File: src/hw/rtl/assert_macros.svh
// Assertion helpers shared by the RTL.
`ifndef ASSERT_MACROS_SVH
`define ASSERT_MACROS_SVH
// Implication checked on every clock edge outside reset.
`define ASSERT_IMPL(label, clk, rst_n, ante, cons, msg) \
	label: assert property (@(posedge clk) disable iff (!rst_n) (ante) |-> (cons)) \
		else $error(msg);
// Next-cycle implication checked outside reset.
`define ASSERT_NEXT(label, clk, rst_n, ante, cons, msg) \
	label: assert property (@(posedge clk) disable iff (!rst_n) (ante) |=> (cons)) \
		else $error(msg);
`endif

File: src/hw/rtl/ddpt_pkg.sv
`default_nettype none
package ddpt_pkg;
	localparam int TEMP_W = 11;
	localparam int DAY_W = 16;
	localparam int LIM_W = 13;
	localparam int DD_W = 11;
	localparam int BBCH_W = 15;
	localparam int NUM_STAGES = 5;

	localparam logic [2:0] REG_START_DAY = 3'd0;
	localparam logic [2:0] REG_BASE_TEMP = 3'd1;
	localparam logic [2:0] REG_LIM_BUD   = 3'd2;
	localparam logic [2:0] REG_LIM_FLOW  = 3'd3;
	localparam logic [2:0] REG_LIM_VER   = 3'd4;
	localparam logic [2:0] REG_LIM_RIPE  = 3'd5;
	localparam logic [2:0] REG_BBCH_MODE = 3'd6;

	typedef struct packed {
		logic logic_start;   // latch item, compute degree-days
		logic div_dd_start;  // start degree-day division
		logic div_ph_start;  // start phase increment division
		logic update;        // update phase and stage days
		logic out_load;      // load result register
	} ddpt_cmd_t;

	typedef struct packed {
		logic div_busy;
		logic dd_needs_div;  // triangle form selected
		logic ph_needs_div;  // stage 1..4 with positive span, not missing
	} ddpt_stat_t;

	// BBCH scale per stage: base and slope.
	function automatic logic [6:0] bbch_base(input logic [2:0] s);
		unique case (s)
			3'd2: bbch_base = 7'd8;
			3'd3: bbch_base = 7'd61;
			3'd4: bbch_base = 7'd83;
			3'd5: bbch_base = 7'd87;
			default: bbch_base = 7'd0;
		endcase
	endfunction

	function automatic logic [5:0] bbch_slope(input logic [2:0] s);
		unique case (s)
			3'd1: bbch_slope = 6'd8;
			3'd2: bbch_slope = 6'd53;
			3'd3: bbch_slope = 6'd22;
			3'd4: bbch_slope = 6'd4;
			default: bbch_slope = 6'd0;
		endcase
	endfunction
endpackage
`default_nettype wire

File: src/hw/rtl/ddpt_stream_if.sv
`default_nettype none
interface ddpt_stream_if #(
	parameter int W = 8
);
	logic valid;
	logic ready;
	logic [W-1:0] data;
	modport source (output valid, output data, input ready);
	modport sink (input valid, input data, output ready);
endinterface
`default_nettype wire

File: src/hw/rtl/degree_day_phenology_tracker.sv
`default_nettype none
// Degree-day phenology tracker.
// One input transaction per day on in_ch: min/max temperature (1/16 degC),
// day number and a missing flag. One result transaction per day on out_ch:
// phase (stage plus fraction), BBCH value and valid flag, stage entered,
// held missing flag, degree-days and the recorded entry day of each stage.
// Configuration registers are written through cfg_we/cfg_index/cfg_data; the
// user must write them only while the block is idle; the block does not enforce it.
// Each day is latched, then passes up to twice through the shared restoring
// divider (triangle degree-days, phase increment), then the phase is updated
// and the result loaded into the output register. The divider sets the rate;
// one day is in flight at a time, and in_ch is ready again once the result is
// in the output register.
// Reset clears the phase to stage 0, all recorded days to zero and loads the
// default configuration. If the receiver stalls, the result holds in the
// output register and the next day waits in the datapath until it drains.
module degree_day_phenology_tracker #(
	parameter int PHASE_FRAC_BITS = 16
) (
	input wire logic clk,
	input wire logic arst_n,
	input wire logic cfg_we,
	input wire logic [2:0] cfg_index,
	input wire logic [15:0] cfg_data,
	ddpt_stream_if.sink in_ch,
	ddpt_stream_if.source out_ch
);
	localparam int PW = PHASE_FRAC_BITS + 3;

	ddpt_pkg::ddpt_cmd_t cmd;
	ddpt_pkg::ddpt_stat_t stat;
	logic in_ready, out_valid_q, in_fire;

	assign in_ch.ready = in_ready;
	assign in_fire = in_ch.valid && in_ready;

	always_ff @(posedge clk or negedge arst_n) begin
		if (!arst_n) out_valid_q <= 1'b0;
		else if (cmd.out_load) out_valid_q <= 1'b1;
		else if (out_ch.ready) out_valid_q <= 1'b0;
	end
	assign out_ch.valid = out_valid_q;

	ddpt_ctrl u_ctrl (
		.clk(clk), .arst_n(arst_n), .in_fire(in_fire), .out_valid(out_valid_q),
		.out_ready(out_ch.ready), .stat(stat), .in_ready(in_ready), .cmd(cmd)
	);

	logic [PW-1:0] ph;
	logic [14:0] bb;
	logic bv, hm;
	logic [2:0] se;
	logic [10:0] dd;
	logic [15:0] d0, d1, d2, d3, d4;

	ddpt_datapath #(.PHASE_FRAC_BITS(PHASE_FRAC_BITS)) u_dp (
		.clk(clk), .arst_n(arst_n), .cmd(cmd), .stat(stat),
		.cfg_we(cfg_we), .cfg_index(cfg_index), .cfg_data(cfg_data),
		.min_temperature(in_ch.data[10:0]), .max_temperature(in_ch.data[21:11]),
		.day_number(in_ch.data[37:22]), .temp_missing(in_ch.data[38]),
		.phase_value(ph), .bbch_value(bb), .bbch_valid(bv), .stage_entered(se),
		.held_missing(hm), .degree_days(dd), .start_day_seen(d0),
		.budburst_day(d1), .flowering_day(d2), .veraison_day(d3), .ripening_day(d4)
	);

	assign out_ch.data = {d4, d3, d2, d1, d0, dd, hm, se, bv, bb, ph};
endmodule
`default_nettype wire

File: src/hw/rtl/ddpt_divider.sv
`default_nettype none
// Restoring unsigned divider, one quotient bit per cycle.
module ddpt_divider #(
	parameter int NW = 40,
	parameter int DW = 24
) (
	input wire logic clk,
	input wire logic arst_n,
	input wire logic start,
	input wire logic [NW-1:0] num,
	input wire logic [DW-1:0] den,
	output logic busy,
	output logic [NW-1:0] quot
);
	localparam int CW = $clog2(NW + 1);
	logic [CW-1:0] cnt_q;
	logic [DW:0] rem_q;
	logic [NW-1:0] q_q;
	logic [DW-1:0] den_q;
	logic [DW:0] trial;
	logic [DW:0] shifted;

	assign shifted = {rem_q[DW-1:0], q_q[NW-1]};
	assign trial = shifted - {1'b0, den_q};

	always_ff @(posedge clk or negedge arst_n) begin
		if (!arst_n) begin
			cnt_q <= '0;
		end else if (start) begin
			cnt_q <= CW'(NW);
		end else if (cnt_q != '0) begin
			cnt_q <= cnt_q - 1'b1;
		end
	end

	always_ff @(posedge clk) begin
		if (start) begin
			rem_q <= '0;
			q_q <= num;
			den_q <= den;
		end else if (cnt_q != '0) begin
			if (!trial[DW]) begin
				rem_q <= trial;
				q_q <= {q_q[NW-2:0], 1'b1};
			end else begin
				rem_q <= shifted;
				q_q <= {q_q[NW-2:0], 1'b0};
			end
		end
	end

	assign busy = (cnt_q != '0);
	assign quot = q_q;
endmodule
`default_nettype wire

File: src/hw/rtl/ddpt_ctrl.sv
`default_nettype none
`include "assert_macros.svh"
module ddpt_ctrl (
	input wire logic clk,
	input wire logic arst_n,
	input wire logic in_fire,
	input wire logic out_valid,
	input wire logic out_ready,
	input wire ddpt_pkg::ddpt_stat_t stat,
	output logic in_ready,
	output ddpt_pkg::ddpt_cmd_t cmd
);
	localparam logic [2:0] ST_IDLE   = 3'd0;
	localparam logic [2:0] ST_DD     = 3'd1;
	localparam logic [2:0] ST_DDWAIT = 3'd2;
	localparam logic [2:0] ST_PH     = 3'd3;
	localparam logic [2:0] ST_PHWAIT = 3'd4;
	localparam logic [2:0] ST_UPD    = 3'd5;
	localparam logic [2:0] ST_OUT    = 3'd6;

	logic [2:0] state_q, state_d;

	always_comb begin
		state_d = state_q;
		cmd = '0;
		in_ready = 1'b0;
		unique case (state_q)
			ST_IDLE: begin
				in_ready = 1'b1;
				if (in_fire) begin
					cmd.logic_start = 1'b1;
					state_d = ST_DD;
				end
			end
			ST_DD: begin
				if (stat.dd_needs_div) begin
					cmd.div_dd_start = 1'b1;
					state_d = ST_DDWAIT;
				end else begin
					state_d = ST_PH;
				end
			end
			ST_DDWAIT: if (!stat.div_busy) state_d = ST_PH;
			ST_PH: begin
				if (stat.ph_needs_div) begin
					cmd.div_ph_start = 1'b1;
					state_d = ST_PHWAIT;
				end else begin
					state_d = ST_UPD;
				end
			end
			ST_PHWAIT: if (!stat.div_busy) state_d = ST_UPD;
			ST_UPD: begin
				cmd.update = 1'b1;
				state_d = ST_OUT;
			end
			ST_OUT: begin
				if (!out_valid || out_ready) begin
					cmd.out_load = 1'b1;
					state_d = ST_IDLE;
				end
			end
			default: state_d = ST_IDLE;
		endcase
	end

	always_ff @(posedge clk or negedge arst_n) begin
		if (!arst_n) state_q <= ST_IDLE;
		else state_q <= state_d;
	end

	`ASSERT_IMPL(a_idle_only_accept, clk, arst_n, in_fire, state_q == ST_IDLE,
		"transaction accepted while busy")
	`ASSERT_NEXT(a_upd_then_out, clk, arst_n, cmd.update, state_q == ST_OUT,
		"update not followed by output")
	`ASSERT_IMPL(a_div_start_free, clk, arst_n, cmd.div_dd_start || cmd.div_ph_start,
		!stat.div_busy, "divider started while busy")
endmodule
`default_nettype wire

File: src/hw/rtl/ddpt_datapath.sv
`default_nettype none
`include "assert_macros.svh"
module ddpt_datapath #(
	parameter int PHASE_FRAC_BITS = 16
) (
	input wire logic clk,
	input wire logic arst_n,
	input wire ddpt_pkg::ddpt_cmd_t cmd,
	output ddpt_pkg::ddpt_stat_t stat,
	input wire logic cfg_we,
	input wire logic [2:0] cfg_index,
	input wire logic [15:0] cfg_data,
	input wire logic signed [10:0] min_temperature,
	input wire logic signed [10:0] max_temperature,
	input wire logic [15:0] day_number,
	input wire logic temp_missing,
	output logic [PHASE_FRAC_BITS+2:0] phase_value,
	output logic [14:0] bbch_value,
	output logic bbch_valid,
	output logic [2:0] stage_entered,
	output logic held_missing,
	output logic [10:0] degree_days,
	output logic [15:0] start_day_seen,
	output logic [15:0] budburst_day,
	output logic [15:0] flowering_day,
	output logic [15:0] veraison_day,
	output logic [15:0] ripening_day
);
	localparam int F = PHASE_FRAC_BITS;
	localparam int PW = F + 3;
	// Numerator of the phase division: dd (11 bits) << F; also holds the 22-bit d*d.
	localparam int NW = (11 + F > 22) ? 11 + F : 22;
	localparam int DW = 17;

	// Configuration registers.
	logic [15:0] start_day_q;
	logic signed [10:0] base_q;
	logic [12:0] lim_q [4];
	logic mode_q;

	always_ff @(posedge clk or negedge arst_n) begin
		if (!arst_n) begin
			start_day_q <= '0;
			base_q <= 11'sd160;
			lim_q[0] <= 13'd100;
			lim_q[1] <= 13'd400;
			lim_q[2] <= 13'd1000;
			lim_q[3] <= 13'd1400;
			mode_q <= 1'b0;
		end else if (cfg_we) begin
			unique case (cfg_index)
				ddpt_pkg::REG_START_DAY: start_day_q <= cfg_data;
				ddpt_pkg::REG_BASE_TEMP: base_q <= cfg_data[10:0];
				ddpt_pkg::REG_LIM_BUD: lim_q[0] <= cfg_data[12:0];
				ddpt_pkg::REG_LIM_FLOW: lim_q[1] <= cfg_data[12:0];
				ddpt_pkg::REG_LIM_VER: lim_q[2] <= cfg_data[12:0];
				ddpt_pkg::REG_LIM_RIPE: lim_q[3] <= cfg_data[12:0];
				ddpt_pkg::REG_BBCH_MODE: mode_q <= cfg_data[0];
				default: ;
			endcase
		end
	end

	// Latched item and derived quantities.
	logic signed [11:0] tn_q, tx_q, base_x_q;
	logic [15:0] day_q;
	logic miss_q;
	logic tri_q;
	logic [10:0] dd_q;

	logic signed [11:0] tn_w, tx_w, bs_w;
	logic signed [13:0] mean_s;
	logic tri_w;
	assign tn_w = 12'(min_temperature);
	assign tx_w = 12'(max_temperature);
	assign bs_w = 12'(base_q);
	assign tri_w = (tn_w < bs_w) && (tx_w > bs_w);
	assign mean_s = 14'(tx_w) + 14'(tn_w) - 14'(bs_w) - 14'(bs_w);

	// Phase state.
	logic [PW-1:0] phase_q;
	logic [15:0] sdays_q [ddpt_pkg::NUM_STAGES];
	logic [2:0] stage;
	assign stage = 3'(phase_q >> F);

	logic signed [13:0] lo, span;
	always_comb begin
		lo = (stage == 3'd1) ? 14'sd0 : 14'($unsigned(lim_q[2'(stage - 3'd2)]));
		span = 14'($unsigned(lim_q[2'(stage - 3'd1)])) - lo;
	end
	logic in_run;
	assign in_run = (stage >= 3'd1) && (stage <= 3'd4);

	// Shared divider.
	logic dv_start, dv_busy;
	logic [NW-1:0] dv_num, dv_quot;
	logic [DW-1:0] dv_den;
	logic [10:0] d_tri;
	assign d_tri = 11'(tx_q - base_x_q);

	always_comb begin
		if (cmd.div_dd_start) begin
			dv_num = NW'({11'd0, d_tri} * {11'd0, d_tri});
			dv_den = DW'({(tx_q - tn_q), 1'b0});
		end else begin
			dv_num = NW'(dd_q) << F;
			dv_den = DW'({span[12:0], 4'd0});
		end
	end
	assign dv_start = cmd.div_dd_start || cmd.div_ph_start;

	ddpt_divider #(.NW(NW), .DW(DW)) u_div (
		.clk(clk), .arst_n(arst_n), .start(dv_start), .num(dv_num), .den(dv_den),
		.busy(dv_busy), .quot(dv_quot)
	);

	logic dd_div_q;
	logic [PW-1:0] inc_q;

	always_ff @(posedge clk) begin
		if (cmd.logic_start) begin
			tn_q <= tn_w;
			tx_q <= tx_w;
			base_x_q <= bs_w;
			day_q <= day_number;
			miss_q <= temp_missing;
			tri_q <= tri_w;
			dd_q <= (mean_s <= 0) ? 11'd0 : 11'(mean_s >>> 1);
		end else if (dd_div_q && !dv_busy && !cmd.div_ph_start && !cmd.update) begin
			// Capture the triangle result once its division is done.
			dd_q <= 11'(dv_quot);
		end
		if (cmd.div_dd_start) dd_div_q <= 1'b1;
		else if (cmd.div_ph_start || cmd.logic_start) dd_div_q <= 1'b0;
		// A quotient too wide for the phase always reaches the stage target.
		if (cmd.logic_start) inc_q <= '0;
		else if (!dd_div_q && !dv_busy && stat.ph_needs_div && !cmd.div_ph_start)
			inc_q <= (|dv_quot[NW-1:PW]) ? '1 : dv_quot[PW-1:0];
	end

	assign stat.div_busy = dv_busy;
	assign stat.dd_needs_div = tri_q;
	assign stat.ph_needs_div = !miss_q && in_run && (span > 0);

	// Next phase.
	logic [PW:0] target, nxt;
	logic [2:0] ent_w;
	assign target = (PW + 1)'(stage + 3'd1) << F;
	always_comb begin
		nxt = {1'b0, phase_q};
		ent_w = 3'd0;
		if (!miss_q) begin
			if (stage == 3'd0) begin
				if (day_q == start_day_q) begin
					nxt = (PW + 1)'(1) << F;
					ent_w = 3'd1;
				end
			end else if (in_run) begin
				nxt = (span > 0) ? {1'b0, phase_q} + {1'b0, inc_q} : target;
				if (nxt >= target) begin
					nxt = target;
					ent_w = stage + 3'd1;
				end
			end
		end
	end

	logic [2:0] ent_q;
	always_ff @(posedge clk or negedge arst_n) begin
		if (!arst_n) begin
			phase_q <= '0;
			for (int i = 0; i < ddpt_pkg::NUM_STAGES; i++) sdays_q[i] <= '0;
		end else if (cmd.update) begin
			phase_q <= nxt[PW-1:0];
			if (ent_w != 3'd0) sdays_q[3'(ent_w - 3'd1)] <= day_q;
		end
	end
	always_ff @(posedge clk) if (cmd.update) ent_q <= ent_w;

	// BBCH mapping.
	logic [F-1:0] frac;
	logic [14:0] bbch_w;
	logic [F+13:0] prod;
	assign frac = phase_q[F-1:0];
	assign prod = (F + 14)'(ddpt_pkg::bbch_slope(stage)) * (F + 14)'(frac) * (F + 14)'(256);
	always_comb begin
		if (mode_q) begin
			if (stage == 3'd0) bbch_w = '0;
			else if (stage >= 3'd5) bbch_w = 15'(87 * 256);
			else bbch_w = 15'({ddpt_pkg::bbch_base(stage), 8'd0}) + 15'(prod >> F);
		end else begin
			bbch_w = 15'(({phase_q, 8'd0}) >> F);
		end
	end

	// Result register.
	always_ff @(posedge clk) begin
		if (cmd.out_load) begin
			phase_value <= phase_q;
			bbch_value <= bbch_w;
			bbch_valid <= !(mode_q && stage == 3'd0);
			stage_entered <= ent_q;
			held_missing <= miss_q;
			degree_days <= miss_q ? 11'd0 : dd_q;
			start_day_seen <= sdays_q[0];
			budburst_day <= sdays_q[1];
			flowering_day <= sdays_q[2];
			veraison_day <= sdays_q[3];
			ripening_day <= sdays_q[4];
		end
	end

	`ASSERT_IMPL(a_phase_max, clk, arst_n, 1'b1, stage <= 3'd5, "phase above final stage")
	`ASSERT_NEXT(a_miss_hold, clk, arst_n, cmd.update && miss_q, $stable(phase_q),
		"phase moved on a missing day")
	`ASSERT_IMPL(a_span_pos, clk, arst_n, cmd.div_ph_start, span > 0,
		"phase division started with an empty span")
endmodule
`default_nettype wire

File: src/flat_wrapper.sv
// flat-port wrapper written by rule: the top's interface ports become plain ports
module degree_day_phenology_tracker_flat 
#(
	parameter int PHASE_FRAC_BITS = 16
)
  (clk, arst_n, cfg_we, cfg_index, cfg_data, in_ch_valid, in_ch_data, in_ch_ready, out_ch_valid, out_ch_data, out_ch_ready);
  ddpt_stream_if #(.W(39)) in_ch_i ();
  ddpt_stream_if #(.W(130)) out_ch_i ();
  input wire logic clk;
  input wire logic arst_n;
  input wire logic cfg_we;
  input wire logic [2:0] cfg_index;
  input wire logic [15:0] cfg_data;
  input wire logic [$bits(in_ch_i.valid)-1:0] in_ch_valid;
  input wire logic [$bits(in_ch_i.data)-1:0] in_ch_data;
  output wire logic [$bits(in_ch_i.ready)-1:0] in_ch_ready;
  output wire logic [$bits(out_ch_i.valid)-1:0] out_ch_valid;
  output wire logic [$bits(out_ch_i.data)-1:0] out_ch_data;
  input wire logic [$bits(out_ch_i.ready)-1:0] out_ch_ready;
  assign in_ch_i.valid = in_ch_valid;
  assign in_ch_i.data = in_ch_data;
  assign in_ch_ready = in_ch_i.ready;
  assign out_ch_valid = out_ch_i.valid;
  assign out_ch_data = out_ch_i.data;
  assign out_ch_i.ready = out_ch_ready;
  degree_day_phenology_tracker #(.PHASE_FRAC_BITS(PHASE_FRAC_BITS)) u_core (.clk(clk), .arst_n(arst_n), .cfg_we(cfg_we), .cfg_index(cfg_index), .cfg_data(cfg_data), .in_ch(in_ch_i), .out_ch(out_ch_i));
endmodule
File: config.mk
export PLATFORM = sky130hd
export DESIGN_NAME = degree_day_phenology_tracker_flat
export DESIGN_NICKNAME = d
export VERILOG_FILES = /design/src/hw/rtl/ddpt_pkg.sv /design/src/hw/rtl/ddpt_stream_if.sv /design/src/hw/rtl/degree_day_phenology_tracker.sv /design/src/hw/rtl/ddpt_divider.sv /design/src/hw/rtl/ddpt_ctrl.sv /design/src/hw/rtl/ddpt_datapath.sv /design/src/flat_wrapper.sv
export VERILOG_INCLUDE_DIRS = /design/src /design/src/hw/rtl
export SDC_FILE = /design/constraint.sdc
export NUM_CORES = 1
export LEC_CHECK = 0
export BUFFER_PORTS_ARGS = -buffer_cell sky130_fd_sc_hd__clkbuf_2
export CORE_ASPECT_RATIO = 0.6
export CORE_MARGIN = 1.5
export CORE_UTILIZATION = 60
export DETAILED_ROUTE_END_ITERATION = 16
export GPL_ROUTABILITY_DRIVEN = 0
export GPL_TIMING_DRIVEN = 0
export MAX_ROUTING_LAYER = met4
export PLACE_DENSITY = 0.88
export SYNTH_ARGS = -nofsm -noshare
export SYNTH_HDL_FRONTEND = slang
export SYNTH_SLANG_ARGS = --single-unit
File: constraint.sdc
create_clock -name clk -period 13.05 [get_ports clk]
set_input_delay 1.9575 -clock clk [delete_from_list [all_inputs] [get_ports clk]]
set_output_delay 1.9575 -clock clk [all_outputs]
set_load 0.03 [all_outputs]
==> reports/qor.csv <==
metric,value,unit
post-synthesis cell count,2483,
TritonCTS clock tree,done,
Worst path slowest cell,buf_1,
IO Count,195,
Sinks on Clock Net,463,
Core Region,0.04671,mm^2
sequential element share of the synthesized area,44.08,%
Syn Nets,2884,
maximum clock rate,0.09320,GHz
Synth Warn #,0,
register area,0.01262,mm^2
register bit count reported by yosys,463,
final hold slack,0.4189,ns
largest net degree at the start of global routing,116,
Post-DP Area,0.03057,mm^2
clock buffer depth,3,
worst hold path type,register to register,
Reg2Reg Depth,32,
Setup WS pre-CTS,2.825,ns
Tmin final,10.73,ns
H-tree depth,2,
Area Overhead vs Synth,12.23,%
Synth Flop Type,edfxtp_1,
CP startpoint kind,register,
worst slew pin tran,1.352,ns
Yosys top cell area share,24.97,%
Routed WL,79330,um
first-pass GRT wire length,122900,um
Critical Path Source,u_core.u_dp.phase_q[17],
Final Max Tran Viols,0,
Final WS setup,2.320,ns
RSZ-0062 raised after global routing,false,
reg2reg end,u_core.u_dp.sdays_q[7],
Synth area leaders,"edfxtp_1 (25%), dfrtp_1 (15%), fa_1 (9.7%)",
crit share post-route,82.22,%
Fillers,3102,
drt wl/cell,23.28,um
status,"complete, no violations",
Die ar.,0.04907,mm^2
total track usage,33.59,%
number of global-route vias before repair,21740,
# DRC,0,
crit path kind,register to register,
# port buffers,194,
cts hold-fix bufs,0,
# Post-CTS Setup Buffers,0,
asr flop ratio synth,40.60,%
Hold Crit Depth,0,
final net count,3137,
Die Ht,172.2,um
post-route cell area,0.03212,mm^2
Max Cap Viol,0,
Yosys cell types,96,
worst relative slew slack,9.154,%
chip width,285.0,um
DR vias/cell,6.262,
cts repair resizes,0,
Hold Path Sink,u_core.u_dp.stage_entered[2],
CTS buffer count,44,
Reg2Reg Setup Slack,2.32,ns
First-pass DRT Iterations,7,
CP Capture Type,register,
Critical Path Most Common Cell,ha_1,
"area leader, netlist",edfxtp_1,
DRT antenna net count,0,
DR iter-0 viols,2686,
clk slew on worst S/H paths,0.07,ns
final setup vio count,0,
layout cell share with drive strength beyond 1,17.21,%
mapped cell area,0.02862,mm^2
Post-synth EDFFs,238,
Syn Area/Cell,11.53,um^2
hpwl dp,57280,um
footprint of the multi-input gates,0.01446,mm^2
final hold vios,0,
Initial Util,61.28,%
initial antenna violation count,5,
hold_sp,u_core.u_dp.ent_q[2],
row count,61,
Worst Clk Skew,0.03703,ns
Skew-Pair Late Insertion Delay,0.60,ns
WP data required,13.52,ns
Vias,21340,
CP max FO,10,
CP arrival,11.20,ns
max incr delay on CP,0.65,ns
gr ovfl total,0,
Root Buffer,clkbuf_16,
fin util,68.77,%
r2r startpoint,u_core.u_dp.phase_q[17],
-- critical path: cells and delay by family, from the launching register on --
family	cells	cell delay (ns)
xor+xnor	1	0.15
fa+ha+maj	4	1.35
buf+inv	8	3.46
simple gates	13	3.28
compound gates	3	0.70
mux	3	1.17
flops	1	0.45
-- sequential cells by signal, indices dropped and copies added, names as in the netlist, 15 cells and up --
name                        flops
u_core.u_dp.phase_value        19
u_core.u_dp.sdays_q            80
u_core.u_dp.phase_q            19
u_core.u_dp.inc_q              19
u_core.u_dp.budburst_day       16
u_core.u_dp.lim_q              52
u_core.u_dp.veraison_day       16
u_core.u_dp.flowering_day      16
u_core.u_dp.u_div.den_q        16
u_core.u_dp.start_day_q        16
u_core.u_dp.ripening_day       16
u_core.u_dp.start_day_seen     16
u_core.u_dp.u_div.quot         27
u_core.u_dp.bbch_value         15
u_core.u_dp.u_div.rem_q        17
u_core.u_dp.day_q              16
-- final cells by class --
cell class,count,share of cell area [%]
antenna,5,0.03895
buffer,73,0.9620
clock buffer,64,4.019
clock inverter,18,0.7829
inverter,331,3.868
multi-input combinational,1616,45.02
sequential,463,39.28
tap,630,2.454
timing repair buffer,207,3.583
-- cells in the mapped netlist (all sizes together) (13+ instances only) --
master and number:
a21o 38, a21oi 98, and2 64, buf 21, clkbuf 52, dfrtp 168
dfstp 20, dfxtp 37, edfxtp 238, fa 138, ha 200, inv 330
mux2 155, mux2i 32, mux4 26, nand2 141, nand2b 30, nand3 38
nor2 124, nor2b 34, nor3 46, o21a 17, o21ai 99, o21bai 13
o221a 19, o22ai 14, xnor2 70, xor2 41
-- worst max path at each step --
stage | endpoint | cells after the start | slack, ns
floorplan | u_core.u_dp.bbch_valid | 2 | 0.74
finish | u_core.u_dp.sdays_q[7] | 32 | 2.32
detailed placement | u_core.u_dp.sdays_q[12] | 31 | 2.82
CTS | u_core.u_dp.sdays_q[12] | 31 | 2.67
global route | u_core.u_dp.sdays_q[12] | 31 | 2.01
global placement | u_core.u_dp.veraison_day[6] | 3 | -3.28
-- layer usage --
layer | vias to the layer above | track usage (%) | part of all wire [%]
li1 | 9121 | - | -
met2 | 1455 | 53.13 | 46
met1 | 10500 | 43.07 | 38
met4 | 0 | 12.10 | 3.9
met3 | 258 | 7.493 | 12
met5 | - | - | 0
-- placed cells by master (no fill, tap or decap), types with 41 or more instances in the layout --
master	netlist	routed
a21oi_1	97	97
mux2_2	93	93
fa_1	138	138
clkbuf_2	0	193
and2_1	64	64
xnor2_1	70	70
nor2_1	124	124
ha_1	200	200
inv_1	330	329
xor2_1	41	41
edfxtp_1	238	238
dfrtp_1	168	168
clkbuf_16	0	48
mux2_1	52	52
o21ai_0	91	91
nand2_1	141	141
nor3_1	46	46
clkbuf_1	52	65
-- through the flow --
step,setup TNS (ns),std cells
2_1_floorplan,0,2483
3_3_place_gp,-423.18,3307
3_5_place_dp,0,3320
4_1_cts,0,3402
5_1_grt,0,3407
6_report,0,3407
-- cells by family after synthesis --
group           synth area share, %
simple gates                  9.892
buf+inv                       5.420
compound gates                9.402
other cells                 0.02624
flops                         44.08
xor+xnor                      3.396
mux                           9.393
fa+ha+maj                     18.39
Power is not shown: default switching activity piles up to over one toggle a cycle in this logic, so the estimate is an artifact.
